--- config.mk ---
export PLATFORM = sky130hd
export DESIGN_NAME = change_and_periodic_reporter
export DESIGN_NICKNAME = d
export VERILOG_FILES = /design/src/cpr_pkg.sv /design/src/change_and_periodic_reporter.sv /design/src/cpr_table.sv /design/src/cpr_mod_unit.sv
export VERILOG_INCLUDE_DIRS = /design/src /design/src/src
export SDC_FILE = /design/constraint.sdc
export NUM_CORES = 2
export LEC_CHECK = 0
export BUFFER_PORTS_ARGS = -buffer_cell sky130_fd_sc_hd__buf_2
export CAP_MARGIN = 20
export CELL_PAD_IN_SITES_DETAIL_PLACEMENT = 0
export CELL_PAD_IN_SITES_GLOBAL_PLACEMENT = 1
export CORE_MARGIN = 1.5
export CORE_UTILIZATION = 39
export DETAILED_ROUTE_END_ITERATION = 8
export PLACE_DENSITY = 0.6
export SYNTH_ARGS = -nofsm -noshare
export SYNTH_HDL_FRONTEND = slang
export SYNTH_SLANG_ARGS = --single-unit
--- constraint.sdc ---
create_clock -name clock -period 11.1 [get_ports clock]
set_clock_uncertainty 0.05 [all_clocks]
set_input_delay 1.11 -clock clock [delete_from_list [all_inputs] [get_ports clock]]
set_output_delay 1.11 -clock clock [all_outputs]
set_load 0.1 [all_outputs]
--- src/change_and_periodic_reporter_assert.svh ---
// Assertion macros for the change-and-periodic reporter.
// Used by the top level only; no other dependencies.
`ifndef CHANGE_AND_PERIODIC_REPORTER_ASSERT_SVH
`define CHANGE_AND_PERIODIC_REPORTER_ASSERT_SVH

// Same-cycle implication, checked outside reset.
`define CPR_ASSERT_IMPL(label, clk, rst, ante, cons, msg) \
   label: assert property (@(posedge clk) disable iff (rst) (ante) |-> (cons)) \
      else $error(msg);

// Next-cycle implication, checked outside reset.
`define CPR_ASSERT_NEXT(label, clk, rst, ante, cons, msg) \
   label: assert property (@(posedge clk) disable iff (rst) (ante) |=> (cons)) \
      else $error(msg);

`endif

--- src/cpr_pkg.sv ---
// Shared types, constants and helper functions of the reporter.
// No dependencies.
package cpr_pkg;

   localparam logic [31:0] SECONDS_AT_RESET = 32'd1451606400;
   localparam logic [7:0]  HB_PERIOD_RESET  = 8'd10;
   localparam logic [7:0]  RF_PERIOD_RESET  = 8'd60;

   localparam logic [1:0] CSR_NODE_ID   = 2'd0;
   localparam logic [1:0] CSR_HB_PERIOD = 2'd1;
   localparam logic [1:0] CSR_RF_PERIOD = 2'd2;

   localparam logic [1:0] KIND_SINGLE  = 2'd0;
   localparam logic [1:0] KIND_DOUBLE  = 2'd1;
   localparam logic [1:0] KIND_VALUE16 = 2'd2;
   localparam logic [1:0] KIND_VALUE32 = 2'd3;

   localparam logic [2:0] MSG_HEARTBEAT = 3'd0;

   localparam logic       MODE_TICK  = 1'b0;
   localparam logic       MODE_WRITE = 1'b1;

   typedef struct packed {
      logic [1:0]  kind;
      logic [28:0] ident;
      logic [31:0] value;
      logic [31:0] stamp;
   } entry_type;

   typedef struct packed {
      logic [2:0]  kind;
      logic [28:0] ident;
      logic [2:0]  length;
      logic [31:0] payload;
   } msg_type;

   function automatic logic [31:0] normalize(input logic [1:0] kind, input logic [31:0] v);
      logic [31:0] r;
      case (kind)
         KIND_SINGLE:  r = {31'd0, (v != 32'd0)};
         KIND_DOUBLE:  r = {24'd0, v[7:0]};
         KIND_VALUE16: r = {16'd0, v[15:0]};
         default:      r = v;
      endcase
      return r;
   endfunction

   function automatic msg_type object_msg(input logic [1:0] kind, input logic [28:0] ident,
                                          input logic [31:0] value);
      msg_type m;
      m.kind    = {1'b0, kind} + 3'd1;
      m.ident   = ident;
      case (kind)
         KIND_VALUE16: m.length = 3'd2;
         KIND_VALUE32: m.length = 3'd4;
         default:      m.length = 3'd1;
      endcase
      m.payload = value;
      return m;
   endfunction

endpackage

--- src/change_and_periodic_reporter.sv ---
// Change-and-periodic reporter: object table, tick handling and refresh scan.
// Top level; depends on cpr_pkg, cpr_table, cpr_mod_unit and the assertion header.
//
// Usage notes
//  - req_ channel: one transfer is a tick (req_tuser = 0) or an object write
//    (req_tuser = 1). req_tready is high only while the block is idle.
//  - rsp_ channel: one transfer per message; rsp_tlast marks the final message
//    caused by one request. A request may cause no message at all.
//  - csr_ port: write-only, taken whenever csr_we is high; write only while idle.
//  - Write: a table read, then the compare, write back and registered message.
//  - Tick: unwritten slots are skipped; each written slot is read from the
//    table, its age runs through the serial remainder unit, and a due slot
//    is resent. Messages drain through a pending register and the output
//    register, so a stalled receiver simply stretches the scan.
//  - Reset: valid bits cleared, seconds counter loaded, periods to defaults;
//    the table contents are left as they are, no clearing pass.
//  - rsp_tready low holds the output register; the scan waits on it.
`include "change_and_periodic_reporter_assert.svh"

module change_and_periodic_reporter import cpr_pkg::*; #(
   parameter int OBJECTS = 16
) (
   input  logic        clock,
   input  logic        reset,
   // request channel
   input  logic        req_tvalid,
   output logic        req_tready,
   input  logic [71:0] req_tdata,   // entry_index[3:0], object_kind[5:4],
                                    // object_ident[34:6], new_value[66:35], zero pad
   input  logic        req_tuser,   // mode
   // response channel
   output logic        rsp_tvalid,
   input  logic        rsp_tready,
   output logic [63:0] rsp_tdata,   // msg_ident[28:0], msg_length[31:29], msg_payload[63:32]
   output logic [2:0]  rsp_tuser,   // msg_kind
   output logic        rsp_tlast,   // last_of_run
   // configuration
   input  logic        csr_we,
   input  logic [1:0]  csr_addr,
   input  logic [28:0] csr_wdata
);

   localparam int IDX_W = (OBJECTS > 1) ? $clog2(OBJECTS) : 1;
   localparam int CNT_W = $clog2(OBJECTS + 1);

   localparam logic [2:0] ST_IDLE    = 3'd0;
   localparam logic [2:0] ST_WR_CMP  = 3'd1;
   localparam logic [2:0] ST_SC_SEL  = 3'd2;
   localparam logic [2:0] ST_SC_WAIT = 3'd3;
   localparam logic [2:0] ST_SC_MOD  = 3'd4;
   localparam logic [2:0] ST_SC_EMIT = 3'd5;
   localparam logic [2:0] ST_FLUSH   = 3'd6;

   // request fields
   logic [3:0]  in_index;
   logic [1:0]  in_kind;
   logic [28:0] in_ident;
   logic [31:0] in_value;
   assign in_index = req_tdata[3:0];
   assign in_kind  = req_tdata[5:4];
   assign in_ident = req_tdata[34:6];
   assign in_value = req_tdata[66:35];

   // configuration registers
   logic [28:0] node_id_ff;
   logic [7:0]  hb_period_ff, rf_period_ff;

   always_ff @(posedge clock) begin
      if (reset) begin
         node_id_ff   <= '0;
         hb_period_ff <= HB_PERIOD_RESET;
         rf_period_ff <= RF_PERIOD_RESET;
      end else if (csr_we) begin
         case (csr_addr)
            CSR_NODE_ID:   node_id_ff   <= csr_wdata;
            CSR_HB_PERIOD: hb_period_ff <= csr_wdata[7:0];
            CSR_RF_PERIOD: rf_period_ff <= csr_wdata[7:0];
            default: ;
         endcase
      end
   end

   // control and payload registers
   logic [2:0]       state_ff, state_in;
   logic [31:0]      seconds_ff, seconds_in;
   logic [7:0]       hb_cnt_ff, hb_cnt_in;
   logic [CNT_W-1:0] scan_ff, scan_in;
   logic [IDX_W-1:0] wr_addr_ff, wr_addr_in;
   logic [1:0]       wr_kind_ff, wr_kind_in;
   logic [28:0]      wr_ident_ff, wr_ident_in;
   logic [31:0]      wr_value_ff, wr_value_in;
   msg_type          pend_ff, pend_in;
   logic             pend_valid_ff, pend_valid_in;
   msg_type          out_ff, out_in;
   logic             out_last_ff, out_last_in;
   logic             out_valid_ff, out_valid_in;

   // table and remainder unit
   logic               tb_rd_en, tb_wr_en;
   logic [IDX_W-1:0]   tb_rd_addr;
   entry_type          tb_rd_data, tb_wr_data;
   logic [OBJECTS-1:0] tb_valid;
   logic               mod_start, mod_busy, mod_zero;
   logic [7:0]         rf_eff, hb_eff;

   cpr_table #(.OBJECTS(OBJECTS), .IDX_W(IDX_W)) u_table (
      .clock   (clock),
      .reset   (reset),
      .rd_en   (tb_rd_en),
      .rd_addr (tb_rd_addr),
      .rd_data (tb_rd_data),
      .wr_en   (tb_wr_en),
      .wr_addr (wr_addr_ff),
      .wr_data (tb_wr_data),
      .valid   (tb_valid)
   );

   cpr_mod_unit u_mod (
      .clock    (clock),
      .reset    (reset),
      .start    (mod_start),
      .dividend (seconds_ff - tb_rd_data.stamp),
      .divisor  (rf_eff),
      .busy     (mod_busy),
      .rem_zero (mod_zero)
   );

   assign rf_eff = (rf_period_ff == 8'd0) ? 8'd1 : rf_period_ff;
   assign hb_eff = (hb_period_ff == 8'd0) ? 8'd1 : hb_period_ff;

   assign tb_wr_data.kind  = wr_kind_ff;
   assign tb_wr_data.ident = wr_ident_ff;
   assign tb_wr_data.value = wr_value_ff;
   assign tb_wr_data.stamp = seconds_ff - 32'd1;

   logic             req_xfer, out_free, wr_changed;
   logic [6:0]       idx_wide;
   logic [6:0]       scan_wide;
   logic [IDX_W-1:0] scan_addr;
   logic [7:0]       hb_next;

   assign req_tready = (state_ff == ST_IDLE);
   assign req_xfer   = req_tvalid && req_tready;
   assign out_free   = !out_valid_ff || rsp_tready;
   assign idx_wide   = {3'd0, in_index};
   assign scan_wide  = 7'(scan_ff);
   assign scan_addr  = scan_wide[IDX_W-1:0];
   assign hb_next    = hb_cnt_ff + 8'd1;
   assign wr_changed = !(tb_valid[wr_addr_ff] && tb_rd_data.kind == wr_kind_ff &&
                         tb_rd_data.ident == wr_ident_ff && tb_rd_data.value == wr_value_ff);

   always_comb begin
      state_in      = state_ff;
      seconds_in    = seconds_ff;
      hb_cnt_in     = hb_cnt_ff;
      scan_in       = scan_ff;
      wr_addr_in    = wr_addr_ff;
      wr_kind_in    = wr_kind_ff;
      wr_ident_in   = wr_ident_ff;
      wr_value_in   = wr_value_ff;
      pend_in       = pend_ff;
      pend_valid_in = pend_valid_ff;
      out_in        = out_ff;
      out_last_in   = out_last_ff;
      out_valid_in  = out_valid_ff && !rsp_tready;
      tb_rd_en      = 1'b0;
      tb_rd_addr    = idx_wide[IDX_W-1:0];
      tb_wr_en      = 1'b0;
      mod_start     = 1'b0;

      case (state_ff)
         ST_IDLE: begin
            if (req_xfer) begin
               wr_addr_in  = idx_wide[IDX_W-1:0];
               wr_kind_in  = in_kind;
               wr_ident_in = in_ident;
               wr_value_in = normalize(in_kind, in_value);
               if (req_tuser == MODE_WRITE) begin
                  if (idx_wide < 7'(OBJECTS)) begin
                     tb_rd_en = 1'b1;
                     state_in = ST_WR_CMP;
                  end
               end else begin
                  seconds_in = seconds_ff + 32'd1;
                  scan_in    = '0;
                  state_in   = ST_SC_SEL;
                  if (hb_next >= hb_eff) begin
                     hb_cnt_in     = '0;
                     pend_in       = '{kind: MSG_HEARTBEAT, ident: node_id_ff,
                                       length: 3'd1, payload: 32'd1};
                     pend_valid_in = 1'b1;
                  end else begin
                     hb_cnt_in = hb_next;
                  end
               end
            end
         end
         ST_WR_CMP: begin
            if (!wr_changed) begin
               state_in = ST_IDLE;
            end else if (out_free) begin
               tb_wr_en     = 1'b1;
               out_in       = object_msg(wr_kind_ff, wr_ident_ff, wr_value_ff);
               out_last_in  = 1'b1;
               out_valid_in = 1'b1;
               state_in     = ST_IDLE;
            end
         end
         ST_SC_SEL: begin
            tb_rd_addr = scan_addr;
            if (scan_ff == CNT_W'(OBJECTS)) begin
               state_in = ST_FLUSH;
            end else if (tb_valid[scan_addr]) begin
               tb_rd_en = 1'b1;
               state_in = ST_SC_WAIT;
            end else begin
               scan_in = scan_ff + 1'b1;
            end
         end
         ST_SC_WAIT: begin
            mod_start = 1'b1;
            state_in  = ST_SC_MOD;
         end
         ST_SC_MOD: begin
            if (!mod_busy) begin
               if (mod_zero) begin
                  state_in = ST_SC_EMIT;
               end else begin
                  scan_in  = scan_ff + 1'b1;
                  state_in = ST_SC_SEL;
               end
            end
         end
         ST_SC_EMIT: begin
            // a due entry replaces the pending message, which moves out not last
            if (!pend_valid_ff || out_free) begin
               if (pend_valid_ff) begin
                  out_in       = pend_ff;
                  out_last_in  = 1'b0;
                  out_valid_in = 1'b1;
               end
               pend_in       = object_msg(tb_rd_data.kind, tb_rd_data.ident, tb_rd_data.value);
               pend_valid_in = 1'b1;
               scan_in       = scan_ff + 1'b1;
               state_in      = ST_SC_SEL;
            end
         end
         ST_FLUSH: begin
            if (!pend_valid_ff) begin
               state_in = ST_IDLE;
            end else if (out_free) begin
               out_in        = pend_ff;
               out_last_in   = 1'b1;
               out_valid_in  = 1'b1;
               pend_valid_in = 1'b0;
               state_in      = ST_IDLE;
            end
         end
         default: begin
            state_in = ST_IDLE;
         end
      endcase
   end

   always_ff @(posedge clock) begin
      if (reset) begin
         state_ff      <= ST_IDLE;
         seconds_ff    <= SECONDS_AT_RESET;
         hb_cnt_ff     <= '0;
         scan_ff       <= '0;
         pend_valid_ff <= 1'b0;
         out_valid_ff  <= 1'b0;
      end else begin
         state_ff      <= state_in;
         seconds_ff    <= seconds_in;
         hb_cnt_ff     <= hb_cnt_in;
         scan_ff       <= scan_in;
         pend_valid_ff <= pend_valid_in;
         out_valid_ff  <= out_valid_in;
      end
      wr_addr_ff  <= wr_addr_in;
      wr_kind_ff  <= wr_kind_in;
      wr_ident_ff <= wr_ident_in;
      wr_value_ff <= wr_value_in;
      pend_ff     <= pend_in;
      out_ff      <= out_in;
      out_last_ff <= out_last_in;
   end

   assign rsp_tvalid = out_valid_ff;
   assign rsp_tdata  = {out_ff.payload, out_ff.length, out_ff.ident};
   assign rsp_tuser  = out_ff.kind;
   assign rsp_tlast  = out_last_ff;

   // pending message always flushed before the block takes the next request
   `CPR_ASSERT_IMPL(a_idle_no_pend, clock, reset, state_ff == ST_IDLE, !pend_valid_ff, "pending message left at idle")
   // remainder unit only runs in the scan's remainder state
   `CPR_ASSERT_IMPL(a_mod_in_scan, clock, reset, mod_busy, state_ff == ST_SC_MOD, "remainder unit busy outside scan")
   // a tick transfer advances the seconds counter by one
   `CPR_ASSERT_NEXT(a_tick_sec, clock, reset, req_xfer && req_tuser == MODE_TICK, seconds_ff == $past(seconds_ff) + 32'd1, "seconds not advanced on tick")

endmodule

--- src/cpr_table.sv ---
// Object table: synchronous memory with a registered read port plus valid bits.
// Depends on cpr_pkg.
module cpr_table import cpr_pkg::*; #(
   parameter int OBJECTS = 16,
   parameter int IDX_W   = 4
) (
   input  logic               clock,
   input  logic               reset,
   input  logic               rd_en,
   input  logic [IDX_W-1:0]   rd_addr,
   output entry_type          rd_data,
   input  logic               wr_en,
   input  logic [IDX_W-1:0]   wr_addr,
   input  entry_type          wr_data,
   output logic [OBJECTS-1:0] valid
);

   entry_type          mem [OBJECTS];
   entry_type          rd_data_ff;
   logic [OBJECTS-1:0] valid_ff;

   always_ff @(posedge clock) begin
      if (wr_en) begin
         mem[wr_addr] <= wr_data;
      end
      if (rd_en) begin
         rd_data_ff <= mem[rd_addr];
      end
   end

   always_ff @(posedge clock) begin
      if (reset) begin
         valid_ff <= '0;
      end else if (wr_en) begin
         valid_ff[wr_addr] <= 1'b1;
      end
   end

   assign rd_data = rd_data_ff;
   assign valid   = valid_ff;

endmodule

--- src/cpr_mod_unit.sv ---
// Remainder of a 32-bit age by an 8-bit period, four quotient bits a cycle.
// Depends on cpr_pkg only for house consistency of imports.
module cpr_mod_unit import cpr_pkg::*; (
   input  logic        clock,
   input  logic        reset,
   input  logic        start,
   input  logic [31:0] dividend,
   input  logic [7:0]  divisor,
   output logic        busy,
   output logic        rem_zero
);

   localparam int BITS_PER_STEP = 4;
   localparam int STEPS         = 32 / BITS_PER_STEP;

   logic        busy_ff, busy_in;
   logic [2:0]  cnt_ff, cnt_in;
   logic [31:0] dvd_ff, dvd_in;
   logic [7:0]  rem_ff, rem_in;
   logic [7:0]  div_ff, div_in;

   always_comb begin
      logic [8:0] r;
      busy_in = busy_ff;
      cnt_in  = cnt_ff;
      dvd_in  = dvd_ff;
      rem_in  = rem_ff;
      div_in  = div_ff;
      r       = {1'b0, rem_ff};
      if (start) begin
         busy_in = 1'b1;
         cnt_in  = '0;
         dvd_in  = dividend;
         rem_in  = '0;
         div_in  = divisor;
      end else if (busy_ff) begin
         for (int k = 0; k < BITS_PER_STEP; k++) begin
            r = {r[7:0], dvd_ff[31-k]};
            if (r >= {1'b0, div_ff}) begin
               r = r - {1'b0, div_ff};
            end
         end
         rem_in = r[7:0];
         dvd_in = {dvd_ff[31-BITS_PER_STEP:0], {BITS_PER_STEP{1'b0}}};
         cnt_in = cnt_ff + 3'd1;
         if (cnt_ff == 3'(STEPS - 1)) begin
            busy_in = 1'b0;
         end
      end
   end

   always_ff @(posedge clock) begin
      if (reset) begin
         busy_ff <= 1'b0;
         cnt_ff  <= '0;
      end else begin
         busy_ff <= busy_in;
         cnt_ff  <= cnt_in;
      end
      dvd_ff <= dvd_in;
      rem_ff <= rem_in;
      div_ff <= div_in;
   end

   assign busy     = busy_ff;
   assign rem_zero = (rem_ff == 8'd0);

endmodule

==> metrics.cfg <==
[run_status]
status=finished clean

[place]
pre_cts_slack_ns=2.13
place_hpwl_mm=117
placedInstanceArea_sq_um=83900
port_buffers=173
gp_congestion=0.785

[cts]
cts.clk_slew.worst_paths_ns=0.06
clock_path_buffers=3
cts_max_level=4
root_buffer=clkbuf_16
holdBufCountCts=0
cts_num_sinks=1978
cts_resized=0
cts_buffers=200
worstSkewPairLatency_ns=0.84
cts_setup_buffers=0
cts_tree=done

[sta]
post-route-period-util_pct=79.9
finalWorstSetupSlack_ns=2.24
setup-tns-final_ns=0
fmax_ghz=0.113
slew_headroom_pct=26.6
final_max_slew_viol_count=0
final-hold-violation-count=0
setup_viol=0
worst_pin_slew_ns=1.10
fin_crit_ns=8.86
rsz0062_at_grt=false

[logic_synthesis]
synth_nets=4684
synth_area_per_cell_sq_um=17.8
ys_types=85
yosys_warnings=0
syn_area_sq_um=79800
synth_edf_count=1855
synth_cells=4487
async_flop_share_pct=0
ys_ff_latch=1978
synthFlopType=edfxtp_1
yosysSeqAreaShare_pct=72.9

[worst_hold_path]
hold_path.class=in2reg
hold_end=wr_ident_ff[8]
worstHoldPathCells=1
min-delay-start=req_tdata[14]

[run]
cap_violations=0

[setup_path]
cp_common_cell=o21ai_0
critPathLaunchType=flop
worstReg2RegStart=u_mod.div_ff[1]
setup.worst_path.end_class=flop
r2r_slack_ns=2.24
cp_max_fo=12
startpoint=u_mod.div_ff[1]
cp.arrival_ns=9.51
crit_required_ns=11.74
worstReg2RegEnd=u_mod.rem_ff[1]
critical_path.slowest_cell=a221o_1
max_stage_delay_ns=0.52
r2r_cells=33
worstSetupPathType=reg2reg

[layout]
nets=4933
area_growth_pct=13.6
stdcell_area_sq_um=90600
final_layout_size_suffix_gt1_share_pct=22.2
layout_commonest_cell=edfxtp_1
num-fill-cells=17700
layout_common_cells=edfxtp_1 (1,855), nand2_1 (422), mux4_2 (390), clkbuf_16 (201), buf_2 (172)

[grt]
grt_pass1_vias=42200
antenna_found_initial=8
grtUsageTotal_pct=20.0
grt_max_degree=116
grt_overflow=0
grt_pass1_wl_mm=300

[power_and_ir_drop]
power_leakage_nw=30.5
powerDensity_nw_per_um2=202
ir_worst_vdd_mv=0.322

[floorplanning]
die_x_um=455
start_util_pct=39.3
design.die.area_sq_um=207000
ioPinCount=179
fp-row-count=165
die_h_um=455
coreArea_sq_um=203000

[drt]
vias_per_cell=5.47
ant_nets=0
wire_per_inst_um=27.5
drt_pass1_iterations=7
drcViolationCount=0
wl_mm=208
drt_iter0_markers=3911
vias=41500

[metal layers]
metal / GRT usage, % / vias up / wire length [um]
met5: 0 / - / 0
met4: 3.73 / 0 / 3170
met3: 2.52 / 225 / 9250
met2: 33.6 / 954 / 104000
met1: 28.2 / 22100 / 92100
li1: - / 18200 / -
[state kept, by name, indices dropped and copies added, names as in the netlist, 16 cells and up]
name             cells
u_table.mem       1520
u_table.rd_data     95
pend_ff             66
rsp_tdata           63
seconds_ff          32
u_mod.dvd_ff        32
wr_value_ff         32
node_id_ff          29
wr_ident_ff         29
u_table.valid       16
[cells in the mapped netlist (17+ instances only)]
library cell	number	share of area, %
and2_1	121	0.95
xnor2_1	57	0.63
o21ai_0	69	0.43
nor4_1	31	0.24
inv_1	83	0.39
ha_1	83	1.3
nand3_1	33	0.21
nand2b_1	26	0.20
buf_1	25	0.12
clkbuf_1	157	0.74
nor2b_1	23	0.18
nor3_1	29	0.18
nand4_1	17	0.13
buf_2	48	0.30
dfxtp_1	123	3.1
a211oi_1	102	0.96
a21o_1	18	0.17
a31oi_1	104	0.82
a21oi_1	102	0.64
edfxtp_1	1855	70
mux4_2	390	11
mux2i_1	20	0.25
and3_1	67	0.53
nor2_1	146	0.69
mux2_2	74	1.0
nand2_1	423	2.0
xor2_1	114	1.3
[cell families after synthesis]
family,after synthesis,synth area share [%]
multiplexers,489,12.4
XOR/XNOR,171,1.88
adder cells (fa/ha/maj),88,1.43
flip-flops,1978,72.9
AND/OR/NAND/NOR,963,5.85
buffers and inverters,324,1.67
AO/OA/AOI/OAI,474,3.84
[stage by stage]
step | hold slack [ns] | utilization (%) | total power [mW] | std cells
finish | 0.398 | 44.7 | 18.3 | 7577
global placement | 0.395 | 41.4 | 11.8 | 7187
global route | 0.336 | 44.7 | 19.0 | 7575
detailed placement | 0.397 | 41.4 | 11.7 | 7188
floorplan | 0.387 | - | 11.0 | 4487
CTS | 0.324 | 44.6 | 18.5 | 7556
[how the worst max path moves through the flow]
stage | end | cells after the start
finish | u_mod.rem_ff[1] | 33
global route | u_mod.rem_ff[1] | 33
CTS | u_mod.rem_ff[5] | 33
detailed placement | u_mod.rem_ff[1] | 33
global placement | u_mod.rem_ff[1] | 33
floorplan | u_mod.rem_ff[1] | 37
[worst max-delay path: cells and delay by family (launching register included)]
| family | cells | cell delay [ns] |
|---|---|---|
| buffers and inverters | 1 | 0.32 |
| muxes | 2 | 0.67 |
| DFF | 1 | 0.35 |
| and+or+nand+nor | 8 | 1.41 |
| AOI/OAI and AO/OA | 18 | 4.63 |
| adders and majority gates | 4 | 1.30 |
[where the power goes]
group	switching (mW)	internal, mW
combinational	1.78	1.29
clock	2.89	3.86
sequential	0.147	8.35
[area by class of cell]
| type | instances | area (sq um) | share of cell area (%) |
|---|---|---|---|
| Multi-Input combinational cell | 2185 | 20400 | 22.5 |
| Sequential cell | 1978 | 58200 | 64.2 |
| Clock buffer | 256 | 5320 | 5.87 |
| Inverter | 84 | 315 | 0.348 |
| Antenna cell | 3 | 7.51 | 0.00828 |
| Clock inverter | 112 | 1240 | 1.37 |
| Tap cell | 2672 | 3340 | 3.69 |
| Timing Repair Buffer | 287 | 1800 | 1.99 |
(Power assumes the default switching activity.)
